## config.mk

```make
export PLATFORM = sky130hd
export DESIGN_NAME = modulated_light_differential_sampler_top_flat
export DESIGN_NICKNAME = d
export VERILOG_FILES = /design/src/design/mlds_pkg.sv /design/src/design/mlds_in_if.sv /design/src/design/mlds_out_if.sv /design/src/design/modulated_light_differential_sampler_top.sv /design/src/design/mlds_datapath.sv /design/src/flat_wrapper.sv
export SDC_FILE = /design/constraint.sdc
export NUM_CORES = 1
export LEC_CHECK = 0
export ABC_AREA = 1
export ABC_CLOCK_PERIOD_IN_PS = 5750
export BUFFER_PORTS_ARGS = -buffer_cell sky130_fd_sc_hd__buf_2
export CAP_MARGIN = 20
export CORE_MARGIN = 1
export CORE_UTILIZATION = 40
export CTS_BUF_LIST = sky130_fd_sc_hd__clkbuf_8
export DETAILED_ROUTE_END_ITERATION = 12
export PLACE_DENSITY_LB_ADDON = 0.15
export SLEW_MARGIN = 5
export SYNTH_ARGS = -nofsm -noshare
export SYNTH_HDL_FRONTEND = slang
export SYNTH_HIERARCHICAL = 1
export SYNTH_SLANG_ARGS = --single-unit
```

## constraint.sdc

```tcl
create_clock -name i_clk -period 5.75 [get_ports i_clk]
set_clock_uncertainty 0.05 [all_clocks]
set_input_delay 0.2875 -clock i_clk [delete_from_list [all_inputs] [get_ports i_clk]]
set_output_delay 0.2875 -clock i_clk [all_outputs]
set_load 0.1 [all_outputs]
```

## src/design/mlds_pkg.sv

```systemverilog
// Shared types, constants and codes for the modulated light differential sampler.
package mlds_pkg;

    localparam int SAMPLE_BITS     = 12;
    localparam int WINDOW_LOG2     = 3;
    localparam int DECIMATION_LOG2 = 2;
    localparam int RING_DEPTH      = 256;

    localparam int WINDOW_LEN = 1 << WINDOW_LOG2;
    localparam int DECIM_LEN  = 1 << DECIMATION_LOG2;

    localparam int BURST_W = 7;
    localparam int WSTART_W = 6;
    localparam int CFG_W   = (BURST_W > WSTART_W) ? BURST_W : WSTART_W;
    localparam int CFG_IDX_W = 1;
    localparam int SUM_W   = SAMPLE_BITS + WINDOW_LOG2;
    localparam int ACC_W   = 16;
    localparam int DATA_W  = 14;
    localparam int SLOT_W  = 8;
    localparam int PTR_W   = $clog2(RING_DEPTH);
    localparam int COUNT_W = (DECIMATION_LOG2 > 0) ? DECIMATION_LOG2 : 1;

    localparam logic [BURST_W-1:0]  BURST_LENGTH_RESET = 7'd26;
    localparam logic [WSTART_W-1:0] WINDOW_START_RESET = 6'd18;

    localparam logic [CFG_IDX_W-1:0] CFG_BURST_LENGTH = 1'b0;
    localparam logic [CFG_IDX_W-1:0] CFG_WINDOW_START = 1'b1;

    localparam logic KIND_TICK   = 1'b0;
    localparam logic KIND_SAMPLE = 1'b1;

    localparam logic [1:0] SLOT_LIT  = 2'b01;
    localparam logic [1:0] SLOT_DARK = 2'b10;
    localparam logic [1:0] SLOT_BOTH = 2'b11;

    typedef struct packed {
        logic                   kind;
        logic [SAMPLE_BITS-1:0] sample;
    } t_in_beat;

    typedef struct packed {
        logic              emitter_pin;
        logic              data_valid;
        logic [DATA_W-1:0] data_value;
        logic [SLOT_W-1:0] slot_index;
    } t_out_beat;

    typedef struct packed {
        logic [BURST_W-1:0]  burst_length;
        logic [WSTART_W-1:0] window_start;
    } t_cfg;

    typedef struct packed {
        logic                   lit_phase;
        logic                   pin_level;
        logic [BURST_W-1:0]     burst_position;
        logic [SUM_W-1:0]       window_sum;
        logic [SAMPLE_BITS-1:0] lit_average;
        logic [SAMPLE_BITS-1:0] dark_average;
        logic [1:0]             slots_filled;
        logic [ACC_W-1:0]       difference_accumulator;
        logic [COUNT_W-1:0]     difference_count;
        logic [PTR_W-1:0]       ring_pointer;
    } t_state;

    localparam t_state STATE_RESET = '{
        lit_phase:              1'b0,
        pin_level:              1'b0,
        burst_position:         BURST_LENGTH_RESET,
        window_sum:             '0,
        lit_average:            '0,
        dark_average:           '0,
        slots_filled:           2'b00,
        difference_accumulator: '0,
        difference_count:       '0,
        ring_pointer:           '0
    };

endpackage

```

## src/design/mlds_in_if.sv

```systemverilog
// Valid/ready channel that carries input beats into the sampler.
interface mlds_in_if;
    logic                valid;
    logic                ready;
    mlds_pkg::t_in_beat  data;

    modport source (output valid, output data, input ready);
    modport sink   (input valid, input data, output ready);
endinterface

```

## src/design/mlds_out_if.sv

```systemverilog
// Valid/ready channel that carries result beats out of the sampler.
interface mlds_out_if;
    logic                valid;
    logic                ready;
    mlds_pkg::t_out_beat data;

    modport source (output valid, output data, input ready);
    modport sink   (input valid, input data, output ready);
endinterface

```

## src/design/modulated_light_differential_sampler_top.sv

```systemverilog
// Top level of the modulated light differential sampler with ambient cancellation.
// The input channel i_in carries beats of kind and sample. A tick beat (kind 0)
// toggles the emitter phase and opens a new burst; a sample beat (kind 1) is
// counted into the open burst and may close it, store a lit or dark average and
// fold lit minus dark into the difference accumulator.
// Every input beat yields exactly one result beat on o_out: the emitter pin level
// and, every fourth difference, a decimated value with its ring slot index.
// The configuration port writes burst_length (index 0) or window_start (index 1)
// at any edge with i_cfg_we high; write only while the block is idle.
// An accepted input beat has its result beat registered for the next cycle, and one
// beat is taken per cycle unless the output stalls: all the work sits between the
// state registers and the result register. The result register is refilled in the
// same cycle in which the receiver takes it, so i_in.ready is low only while a result
// waits and the receiver holds o_out.ready low.
// A synchronous reset clears all state, restores the register defaults, closes
// the burst and empties the result register.
module modulated_light_differential_sampler_top (
    input  logic                           i_clk,
    input  logic                           i_rst_n,
    input  logic                           i_cfg_we,
    input  logic [mlds_pkg::CFG_IDX_W-1:0] i_cfg_index,
    input  logic [mlds_pkg::CFG_W-1:0]     i_cfg_data,
    mlds_in_if.sink                        i_in,
    mlds_out_if.source                     o_out
);

    mlds_pkg::t_cfg      r_cfg;
    mlds_pkg::t_state    r_state;
    mlds_pkg::t_state    n_state;
    mlds_pkg::t_out_beat r_out;
    mlds_pkg::t_out_beat n_out;
    logic                r_out_valid;
    logic                accept;

    assign i_in.ready  = !r_out_valid || o_out.ready;
    assign accept      = i_in.valid && i_in.ready;
    assign o_out.valid = r_out_valid;
    assign o_out.data  = r_out;

    mlds_datapath u_datapath (
        .i_state  (r_state),
        .i_cfg    (r_cfg),
        .i_beat   (i_in.data),
        .o_state  (n_state),
        .o_result (n_out)
    );

    always_ff @(posedge i_clk) begin
        if (!i_rst_n) begin
            r_cfg.burst_length <= mlds_pkg::BURST_LENGTH_RESET;
            r_cfg.window_start <= mlds_pkg::WINDOW_START_RESET;
        end else if (i_cfg_we) begin
            case (i_cfg_index)
                mlds_pkg::CFG_BURST_LENGTH: begin
                    r_cfg.burst_length <= i_cfg_data[mlds_pkg::BURST_W-1:0];
                end
                mlds_pkg::CFG_WINDOW_START: begin
                    r_cfg.window_start <= i_cfg_data[mlds_pkg::WSTART_W-1:0];
                end
                default: begin
                end
            endcase
        end
    end

    always_ff @(posedge i_clk) begin
        if (!i_rst_n) begin
            r_state     <= mlds_pkg::STATE_RESET;
            r_out_valid <= 1'b0;
        end else begin
            if (accept) begin
                r_state <= n_state;
            end
            if (accept) begin
                r_out_valid <= 1'b1;
            end else if (o_out.ready) begin
                r_out_valid <= 1'b0;
            end
        end
    end

    always_ff @(posedge i_clk) begin
        if (accept) begin
            r_out <= n_out;
        end
    end

endmodule

```

## src/design/mlds_datapath.sv

```systemverilog
// Next-state and result logic for one input beat of the sampler.
module mlds_datapath (
    input  mlds_pkg::t_state    i_state,
    input  mlds_pkg::t_cfg      i_cfg,
    input  mlds_pkg::t_in_beat  i_beat,
    output mlds_pkg::t_state    o_state,
    output mlds_pkg::t_out_beat o_result
);

    logic [mlds_pkg::BURST_W-1:0]     window_end;
    logic                             in_window;
    logic [mlds_pkg::SUM_W-1:0]       sum_next;
    logic [mlds_pkg::BURST_W-1:0]     pos_next;
    logic [mlds_pkg::SAMPLE_BITS-1:0] average;
    logic [mlds_pkg::SAMPLE_BITS-1:0] lit_next;
    logic [mlds_pkg::SAMPLE_BITS-1:0] dark_next;
    logic [1:0]                       filled_next;
    logic [mlds_pkg::ACC_W-1:0]       acc_next;

    always_comb begin
        window_end  = mlds_pkg::BURST_W'(i_cfg.window_start) +
                      mlds_pkg::BURST_W'(mlds_pkg::WINDOW_LEN);
        in_window   = (i_state.burst_position >= mlds_pkg::BURST_W'(i_cfg.window_start)) &&
                      (i_state.burst_position < window_end);
        sum_next    = in_window ? i_state.window_sum + mlds_pkg::SUM_W'(i_beat.sample)
                                : i_state.window_sum;
        pos_next    = i_state.burst_position + mlds_pkg::BURST_W'(1);
        average     = sum_next[mlds_pkg::SUM_W-1:mlds_pkg::WINDOW_LOG2];
        lit_next    = i_state.lit_phase ? average : i_state.lit_average;
        dark_next   = i_state.lit_phase ? i_state.dark_average : average;
        filled_next = i_state.slots_filled |
                      (i_state.lit_phase ? mlds_pkg::SLOT_LIT : mlds_pkg::SLOT_DARK);
        acc_next    = i_state.difference_accumulator + mlds_pkg::ACC_W'(lit_next) -
                      mlds_pkg::ACC_W'(dark_next);

        o_state  = i_state;
        o_result = '0;

        if (i_beat.kind == mlds_pkg::KIND_TICK) begin
            o_state.lit_phase      = ~i_state.lit_phase;
            o_state.pin_level      = i_state.lit_phase;
            o_state.burst_position = '0;
            o_state.window_sum     = '0;
        end else if (i_state.burst_position < i_cfg.burst_length) begin
            o_state.window_sum     = sum_next;
            o_state.burst_position = pos_next;
            if (pos_next == i_cfg.burst_length) begin
                o_state.lit_average  = lit_next;
                o_state.dark_average = dark_next;
                o_state.slots_filled = filled_next;
                if (filled_next == mlds_pkg::SLOT_BOTH) begin
                    o_state.slots_filled = '0;
                    if (i_state.difference_count ==
                        mlds_pkg::COUNT_W'(mlds_pkg::DECIM_LEN - 1)) begin
                        o_result.data_valid = 1'b1;
                        o_result.data_value = mlds_pkg::DATA_W'(
                            acc_next >> mlds_pkg::DECIMATION_LOG2);
                        o_result.slot_index = mlds_pkg::SLOT_W'(i_state.ring_pointer);
                        o_state.difference_accumulator = '0;
                        o_state.difference_count       = '0;
                        o_state.ring_pointer           = i_state.ring_pointer +
                                                         mlds_pkg::PTR_W'(1);
                    end else begin
                        o_state.difference_accumulator = acc_next;
                        o_state.difference_count       = i_state.difference_count +
                                                         mlds_pkg::COUNT_W'(1);
                    end
                end
            end
        end

        o_result.emitter_pin = o_state.pin_level;
    end

endmodule

```

## src/flat_wrapper.sv

```systemverilog
// flat-port wrapper written by rule: the top's interface ports become plain ports
module modulated_light_differential_sampler_top_flat 
  (i_clk, i_rst_n, i_cfg_we, i_cfg_index, i_cfg_data, i_in_valid, i_in_data, i_in_ready, o_out_valid, o_out_data, o_out_ready);
  mlds_in_if i_in_i ();
  mlds_out_if o_out_i ();
  input  logic i_clk;
  input  logic i_rst_n;
  input  logic i_cfg_we;
  input  logic [mlds_pkg::CFG_IDX_W-1:0] i_cfg_index;
  input  logic [mlds_pkg::CFG_W-1:0] i_cfg_data;
  input wire logic [$bits(i_in_i.valid)-1:0] i_in_valid;
  input wire logic [$bits(i_in_i.data)-1:0] i_in_data;
  output wire logic [$bits(i_in_i.ready)-1:0] i_in_ready;
  output wire logic [$bits(o_out_i.valid)-1:0] o_out_valid;
  output wire logic [$bits(o_out_i.data)-1:0] o_out_data;
  input wire logic [$bits(o_out_i.ready)-1:0] o_out_ready;
  assign i_in_i.valid = i_in_valid;
  assign i_in_i.data = i_in_data;
  assign i_in_ready = i_in_i.ready;
  assign o_out_valid = o_out_i.valid;
  assign o_out_data = o_out_i.data;
  assign o_out_i.ready = o_out_ready;
  modulated_light_differential_sampler_top u_core (.i_clk(i_clk), .i_rst_n(i_rst_n), .i_cfg_we(i_cfg_we), .i_cfg_index(i_cfg_index), .i_cfg_data(i_cfg_data), .i_in(i_in_i), .o_out(o_out_i));
endmodule
```

# [After elaboration in Yosys (flattened, before gate mapping)]
# Index checks and enable logic that the tools add are counted.
[totals] register_bits=114 input_bits=26 output_inout_bits=26 elab_cells=66
[op_classes] addsub=7 order_cmp=3 eq_ne=5 muxes=14 bitwise=4 reduce_logical=15
[op_table] operator="2-to-1 mux 74 bit" count=1
[op_table] operator="2-to-1 mux 52 bit" count=1
[op_table] operator="2-to-1 mux 28 bit" count=1
[op_table] operator="2-to-1 mux 12 bit" count=2
[op_table] operator="2-to-1 mux 23 bit" count=1
[op_table] operator="2-to-1 mux 22 bit" count=1
[op_table] operator="2-to-1 mux 18 bit" count=1
[op_table] operator="adder 16 x 12 -> 16 bit" count=1
[op_table] operator="subtractor 16 x 12 -> 16 bit" count=1
[op_table] operator="adder 15 x 12 -> 15 bit" count=1
[op_table] operator="2-to-1 mux 15 bit" count=1
[op_table] operator="less-than comparator 7 bit" count=2
[op_table] operator="AND reduction 5 bit" count=2
[op_table] operator="adder 8 x 1 -> 8 bit (second input constant)" count=1
[op_table] operator="2-to-1 mux 8 bit" count=1
[op_table] operator="AND reduction 2 bit" count=4
[op_table] operator="AND reduction 4 bit" count=2
[op_table] operator="adder 6 x 4 -> 7 bit (second input constant)" count=1
[op_table] operator="adder 7 x 1 -> 7 bit (second input constant)" count=1
[op_table] operator="equality test 7 bit" count=1
[op_table] operator="greater-or-equal comparator 7 x 6 -> 1 bit" count=1
[op_table] operator="AND reduction 6 bit" count=1
[op_table] operator="equality test 2 bit (second input constant)" count=2
[op_table] operator="!= test 2 x 1 -> 1 bit (second input constant)" count=2
[op_table] operator="10 further kinds" count=15

# [Depth between registers and ports, before layout]
# Gate-level depths: netlist of run 1.
[logic_depth] word_depth=12 ltp_mapped=34 mapped_depth_nobuf=33

# [Cells and area by module]
# Netlist of run 1, hierarchy kept.
[by_module_without_submodules] mod="modulated_light_differential_sampler_top" n_inst=1 cells_per_inst=580 area_per_inst_um2=4560.6
[by_module_without_submodules] mod="mlds_datapath" n_inst=1 cells_per_inst=835 area_per_inst_um2=4341.7

# [Worst setup path before layout of run 1]
# No wires, ideal clock.
[synth_timing] path_kind="register to register" from="register u_core/r_cfg[3] in the netlist's numbering" to="register u_core/r_state[18] in the netlist's numbering" setup_time_ns=0.064 arrival_time_ns=4.009 setup_slack_ns=1.627 path_stages_with_launch=29 path_buffers=1 period_less_slack_ns=4.123 path_cell_list="dfxtp_1 > ha_1 > inv_1 > ha_1 > a21oi_1 > o21a_1 > nand2_1 > nor2_1 > inv_1 > buf_2 > o21ai_1 > nand2_1 > nand2_1 > inv_1 > fa_1 > inv_1 > ha_1 > a21oi_1 > o21ai_0 > a21oi_1 > nor2_1 > nor2_1 > xor2_1 > inv_1 > o21ai_1 > inv_1 > nand3_1 > nand2_1 > nor2_1"
[synth_via] elab_chain_len=8 elab_cells_between_ends=10
[synth_lines] element="from (decl)" line="modulated_light_differential_sampler_top.sv:27" rtl="mlds_pkg::t_cfg r_cfg;"
[synth_lines] element="adder 6 x 4 -> 7 bit" line="mlds_datapath.sv:21" rtl="window_end = mlds_pkg::BURST_W'(i_cfg.window_start) +"
[synth_lines] element="less-than comparator 7 bit" line="mlds_datapath.sv:24" rtl="(i_state.burst_position < window_end);"
[synth_lines] element="logical AND 1 bit *" line="mlds_datapath.sv:23" rtl="in_window = (i_state.burst_position >= mlds_pkg::BURST_W'(i_cfg.window_start)) &&"
[synth_lines] element="2-to-1 mux 15 bit *" line="mlds_datapath.sv:25" rtl="sum_next = in_window ? i_state.window_sum + mlds_pkg::SUM_W'(i_beat.sample)"
[synth_lines] element="2-to-1 mux 12 bit" line="mlds_datapath.sv:29" rtl="lit_next = i_state.lit_phase ? average : i_state.lit_average;"
[synth_lines] element="adder 16 x 12 -> 16 bit" line="mlds_datapath.sv:33" rtl="acc_next = i_state.difference_accumulator + mlds_pkg::ACC_W'(lit_next) -"
[synth_lines] element="subtractor 16 x 12 -> 16 bit *" line="mlds_datapath.sv:33"
[synth_lines] element="2-to-1 mux 18 bit *" line="mlds_datapath.sv:53" rtl="if (i_state.difference_count =="
[synth_lines] element="to (signal assigned)" line="modulated_light_differential_sampler_top.sv:68" rtl="r_state <= mlds_pkg::STATE_RESET;"
[synth_lines] element="to (signal assigned)" line="modulated_light_differential_sampler_top.sv:72" rtl="r_state <= n_state;"
[synth_lines] element="to (decl)" line="modulated_light_differential_sampler_top.sv:28" rtl="mlds_pkg::t_state r_state;"
# Every way passes the cells marked *; elsewhere a longest branch is shown, timed or not. The select of a mux whose other input is x is not followed.
# A chain may end at the register's enable or synchronous reset.

# [Worst setup path in the final report of run 1]
[layout_timing] from="register u_core/r_cfg[3] in the netlist's numbering" to="register u_core/r_state[24] in the netlist's numbering"
# The elaborated chain is that of the path after synthesis.

==> results.toml, run 1 <==
[clock_tree]
cts_made_buffers = 17
cts_hold_buf = 1
cts_max_path_buffers = 2
clock_tree.root_cell = "clkbuf_8"
cts_setup_buffers = 0
cts_sinks = 114
cts_tree = "done"
post_cts_resized = 0
htreeDepth = 4
clk_pin_slew_worst_paths_ns = 0.08
clock_latency_ns = 0.46

[logic_synthesis]
synthTopCellsByCount = "370 x nand2_1, 226 x inv_1, 150 x nor2_1"
synth_edf_count = 24
synth_area_leaders = "dfxtp_1 20%, nand2_1 16%, inv_1 9.5%, nand3_1 8.3%, edfxtp_1 8.1%"
syn_avg_cell_area_um2 = 6.29
yosysSeqAreaShare_pct = 28.3
synth_top_area_share_pct = 20.2
synth_nets = 1504
ys_seq_elements = 114
synth_top_family_by_area = "simple AND/OR/NAND/NOR gates"
async_reset_ff_share_pct = 0
synth_compound_area_share_pct = 11.8
synth_mux_area_share_pct = 0
synthSimpleGateAreaFrac_pct = 34.1
yosys.area_share.adder_pct = 9.95
syn-cell-area_mm2 = 0.00890
synth_top_cell_by_area = "dfxtp_1"
synth_most_common_cell = "nand2_1"
synth.distinct_cells = 41
yosys_warnings = 6
synth_xor_area_share_pct = 2.16
syn_inst = 1415
synth-main-ff-cell = "dfxtp_1"

[power]
powerDensity_mw_per_mm2 = 312
p_leak_nw = 4.86
peakVddDrop_v = 0.000142

[detailed_routing]
routed_wl_um = 21900
vias_per_cell = 4.93
antenna_left = 0
num_vias = 8478
drt_first_pass_iters = 5
drtIter0Drc = 470
drc = 0
routedWlPerCell_um = 12.7

[timing]
grt_setup_unrepaired = "no"
setup_viol = 0
slew_violations = 0
min_period_over_period_pct = 83.3
finalSetupTns_ns = 0
fmax_mhz = 209
finalHoldViolations = 0
worst_pin_slew_ns = 1.09
min_period_ns = 4.79
slew_headroom_pct = 27.1

[critical_path]
crit_fanout = 11
cp.required_ns = 6.08
path_class = "flip-flop to flip-flop"
cp.arrival_ns = 5.12
worstSetupEndpointType = "flip-flop"
worstSetupStartpointType = "flip-flop"

[layout]
area_growth_pct = 8.18
postLayoutCoreUtil_pct = 44.1
multi_input_area_mm2 = 0.00517
nets = 1514
fill_cells = 2370
register_area_mm2 = 0.00252
final_area_mm2 = 0.00963
drive_above_1_share_pct = 7.58
antenna_cells = 0

[place]
post_dp_cell_area_mm2 = 0.00922
io_buffers = 51
gp_congestion = 0.839
dp_hpwl_um = 15000

[status]
outcome = "completed"

[grt]
grt_pass1_vias = 7537
grt_pass1_wl_um = 37100
grt-ovfl-total = 0
track_usage_pct = 20.4
grt_max_degree = 102
antenna_found_initial = 0

[floorplan]
io_pins = 52
die_width_um = 151
core_area_mm2 = 0.0218
initial_utilization_pct = 40.8
die_h_um = 151
dieArea_mm2 = 0.0229
rows = 54

[min_path]
worstHoldPathType = "input pin to flip-flop"

[flow_run]
drv_cap = 0
## state kept, by name, indices dropped and copies added (netlist names)
| signal | flops |
|---|---|
| u_core/r_cfg | 13 |
| u_core/r_state | 76 |
| u_core/o_out.data | 24 |
| u_core/o_out.valid | 1 |
## layout make-up
type / instances / share of cell area, %
Multi-Input combinational cell: 1003 / 53.7
Sequential cell: 114 / 26.2
Inverter: 230 / 8.96
Tap cell: 280 / 3.64
Timing Repair Buffer: 59 / 3.33
Clock buffer: 19 / 2.72
Clock inverter: 13 / 1.48
## routing by layer
metal / global-route usage (%) / wire [um] / vias up
met1: 29.0 / 11300 / 3821
met3: 2.92 / 811 / 22
met4: 6.40 / 287 / 0
met5: 0 / 0 / -
li1: - / - / 4470
met2: 31.6 / 9500 / 165
## worst paths after layout
| check | startpoint | endpoint | slack, ns | cells past startpoint |
|---|---|---|---|---|
| hold / removal | i_cfg_data[3] | u_core/r_cfg[9] | 0.02 | 3 |
| hold reg to reg | u_core/r_cfg[1] | u_core/r_cfg[1] | 0.43 | 2 |
| setup / recovery | u_core/r_cfg[3] | u_core/r_state[24] | 0.96 | 27 |
| setup reg to reg | u_core/r_cfg[3] | u_core/r_state[24] | 0.96 | 27 |
## kinds of logic (layout without fill, tap and decap cells)
kind of cell             after synthesis  count (layout)
AND/OR/NAND/NOR                      717             717
buffers and inverters                298             321
AO/OA/AOI/OAI                        201             201
flip-flops                           114             114
adder cells (fa/ha/maj)               63              63
XOR/XNOR                              22              22
## report_power, final
group / internal [mW] / switching, mW / total [mW]
clock network: 0.443 / 0.352 / 0.795
registers: 0.875 / 0.0555 / 0.930
logic: 0.436 / 0.840 / 1.28
## critical path, stage by stage, from the launching register on
cell and delay [ns]:
dfxtp_1 0.35, ha_1 0.29, inv_1 0.04, ha_1 0.29, a21oi_1 0.15, o21a_1 0.12
nand2_1 0.04, nor2_1 0.30, inv_1 0.25, o21ai_1 0.29, nand2_1 0.08, nand2_1 0.09
inv_1 0.07, fa_1 0.49, inv_1 0.04, ha_1 0.37, a21oi_1 0.21, o21ai_0 0.14
nand2_1 0.08, nand3_1 0.14, a21oi_1 0.20, xor2_1 0.20, nand2_1 0.07, o21ai_1 0.08
inv_1 0.05, nand3_1 0.07, nand2_1 0.06, nor2_1 0.12
## stage by stage
step / instances / power [mW] / hold WS, ns / worst slack [ns]
floorplan: 1415 / 1.96 / 0.351 / 1.63
global placement: 1685 / 2.21 / 0.406 / 1.03
detailed placement: 1685 / 2.22 / 0.418 / 0.958
CTS: 1718 / 3.03 / 0.00249 / 0.936
global route: 1718 / 3.27 / 0.0108 / 0.365
finish: 1718 / 3.00 / 0.0250 / 0.960
## placed cells by master (no fill, tap or decap), types with 3 or more instances in the layout
cell,count
nand2_1,370
inv_1,229
nor2_1,150
nand3_1,148
a21oi_1,113
dfxtp_1,90
o21ai_0,55
buf_2,50
ha_1,50
edfxtp_1,24
clkbuf_8,19
o21ai_1,15
xor2_1,13
fa_1,13
nor3_1,9
xnor2_1,9
buf_4,8
nand4_1,8
and2_1,8
clkinv_2,4
nand3b_1,4
or2_2,4
nor2_2,4
bufinv_16,3
inv_2,3
a21o_1,3
o21a_1,3
a31oi_1,3
o211ai_1,3
nand2_2,3
nor2_4,3
Power figures use the tool's default switching activity.
==> inputs of run 2 (changes only) <==
- ABC_CLOCK_PERIOD_IN_PS: 5750 -> 3850
- clock period: 5.75 -> 3.85 ns (I/O delays scaled with it)
==> run 2 against run 1 <==
The flow now finishes with violations (setup timing). Count of clock-buffer cells in the layout fell by 2. Combinational power rose to 2.8 times the previous value. Wire length rose by 7.8%. Non-clock buffer count rose by 134. Sequential cell count did not move. Critical path type unchanged. Global-route usage rose by 0.56 points. Register-to-register slack got worse by 1.4 ns. Critical endpoint is now u_core/o_out.data[20]. Clock power rose by 71%. Design area rose by 20%. Critical path depth did not move. Sequential share of layout area fell by 4.3 points. Final cell count rose by 7.9%.
==> results.toml, run 2 (synthesized netlist as in run 1, its figures left out) <==
[place]
dp_hpwl_um = 15700
post_dp_cell_area_mm2 = 0.0101
gp_congestion = 0.834
io_buffers = 51

[layout]
nets = 1649
antenna_cells = 0
drive_above_1_share_pct = 24.9
layout_commonest_cell = "nand2_1"
top_register = "u_core/r_state"
register_area_mm2 = 0.00253
final_cell_mix = "323 x nand2_1, 210 x inv_1, 143 x nor2_1, 131 x nand3_1, 119 x buf_4"
area_growth_pct = 30.1
multi_input_area_mm2 = 0.00593
largest_reg_flops = 76
fill_cells = 2162
final_area_mm2 = 0.0116

[grt]
antenna_found_initial = 0
grt-ovfl-total = 0
grt_pass1_wl_um = 38100
track_usage_pct = 21.0
grt_max_degree = 100
grt_pass1_vias = 7727

[timing]
worst_pin_slew_ns = 1.01
finalSetupTns_ns = -7.27
fmax_mhz = 231
slew_violations = 0
finalHoldViolations = 0
layout_setup_ws_ns = -0.472
setup_viol = 28
slew_headroom_pct = 32.7
grt_setup_unrepaired = "yes"
min_period_ns = 4.32
min_period_over_period_pct = 112

[critical_path]
crit_fanout = 7
slowest_delay_ns = 0.56
crit_buf_inv = 6
cp.depth = 27
worstSetupEndpointType = "flip-flop"
worstSetupStartpointType = "flip-flop"
critPathTopFamily = "adder cells"
cp.required_ns = 4.02
cpMostUsedCell = "nand2_2"
crit_slowest_cell = "fa_1"
cp.arrival_ns = 4.49
path_class = "flip-flop to flip-flop"
ff2ff_path_depth = 27

[power]
combPwrFrac_pct = 56.8
p_leak_nw = 5.68
clkPwrFrac_pct = 21.4
powerDensity_mw_per_mm2 = 547
p_sw_mw = 2.50
p_int_mw = 3.83
peakVddDrop_v = 0.000247
seq_power_share_pct = 21.7
swShare_pct = 39.4

[clock_tree]
htreeDepth = 4
clk_pin_slew_worst_paths_ns = 0.08
clock_latency_ns = 0.45
cts_made_buffers = 17
clock_tree.root_cell = "clkbuf_8"
cts_tree = "done"
cts_max_path_buffers = 2
cts_sinks = 114

[detailed_routing]
routed_wl_um = 23600
vias_per_cell = 4.87
drc = 0
antenna_left = 0
drtIter0Drc = 465
num_vias = 9022
routedWlPerCell_um = 12.7
drt_first_pass_iters = 5

[floorplan]
core_area_mm2 = 0.0218
io_pins = 52
dieArea_mm2 = 0.0229
die_width_um = 151
initial_utilization_pct = 40.8
die_h_um = 151
rows = 54

[status]
violations = "setup timing"
outcome = "finished, violations left"

[min_path]
worstHoldPathCells = 4
worstHoldPathType = "input pin to flip-flop"

[flow_run]
drv_cap = 0
## run 2: path summary, 6_finish.rpt
| kind | start | to | slack, ns |
|---|---|---|---|
| worst min-delay path | i_cfg_we | u_core/r_cfg[4] | 0.10 |
| worst max register to register | u_core/r_cfg[4] | u_core/o_out.data[20] | -0.47 |
| worst min register to register | u_core/r_cfg[1] | u_core/r_cfg[1] | 0.43 |
| worst max-delay path | u_core/r_cfg[4] | u_core/o_out.data[20] | -0.47 |
## run 2: repair_timing
item                                    CTS  global route
cloned                                    1             0
endpoints found under the setup margin   28            29
pin swaps                                35            63
endpoints found under the hold margin    12             0
hold buffers                              7             0
resized for setup                        75           101
setup buffers                            10            19
## run 2: power groups by stage
stage          logic [mW]  clock network [mW]  registers [mW]
2_1_floorplan        1.60                   0            1.48
3_3_place_gp         2.65                   0            1.40
3_5_place_dp         2.66                   0            1.40
4_1_cts              2.96                1.40            1.37
5_1_grt              3.92                1.44            1.39
6_report             3.60                1.36            1.37
## run 2: cell type report
| cell class | count | area share [%] |
|---|---|---|
| repair inverters | 1 | 0.0648 |
| inverters | 230 | 7.54 |
| clock buffers | 17 | 2.02 |
| multi-input cells | 1003 | 51.2 |
| repair buffers | 193 | 12.3 |
| clock inverters | 15 | 1.96 |
| well taps | 280 | 3.03 |
| flip-flops and latches | 114 | 21.9 |
## run 2: worst register-to-register path: stages (launching register included)
cell and delay (ns):
dfxtp_4 0.37, ha_4 0.17, xnor2_4 0.13, ha_4 0.26
nand2_2 0.05, nor3b_2 0.14, o21ai_1 0.09, nand2_2 0.08
nor2_4 0.04, buf_12 0.14, clkinvlp_4 0.16, nand2_2 0.09
o21ai_4 0.10, nand2_2 0.07, nand2_2 0.07, inv_2 0.05
fa_1 0.56, inv_2 0.06, ha_4 0.31, nand2_1 0.09
nor2_2 0.15, nand3_2 0.08, nand3_2 0.12, a21oi_2 0.07
xor2_1 0.16, buf_4 0.14, buf_4 0.12, and2_1 0.15
## run 2: metrics by stage
step	worst slack [ns]	power, mW	utilization [%]	instances	hold WS [ns]
2_1_floorplan	0.00639	3.09	-	1415	0.256
3_3_place_gp	-0.389	4.04	46.3	1786	0.379
3_5_place_dp	-0.444	4.05	46.3	1786	0.381
4_1_cts	-0.302	5.73	50.6	1836	0.0744
5_1_grt	-0.646	6.75	53.1	1853	0.115
6_report	-0.472	6.33	53.1	1853	0.104
## run 2: layer usage
layer	track usage (%)	vias up	wire, um
li1	-	4749	-
met1	29.7	4096	11900
met2	33.2	157	10800
met3	3.10	20	692
met4	5.05	0	241
met5	0	-	0
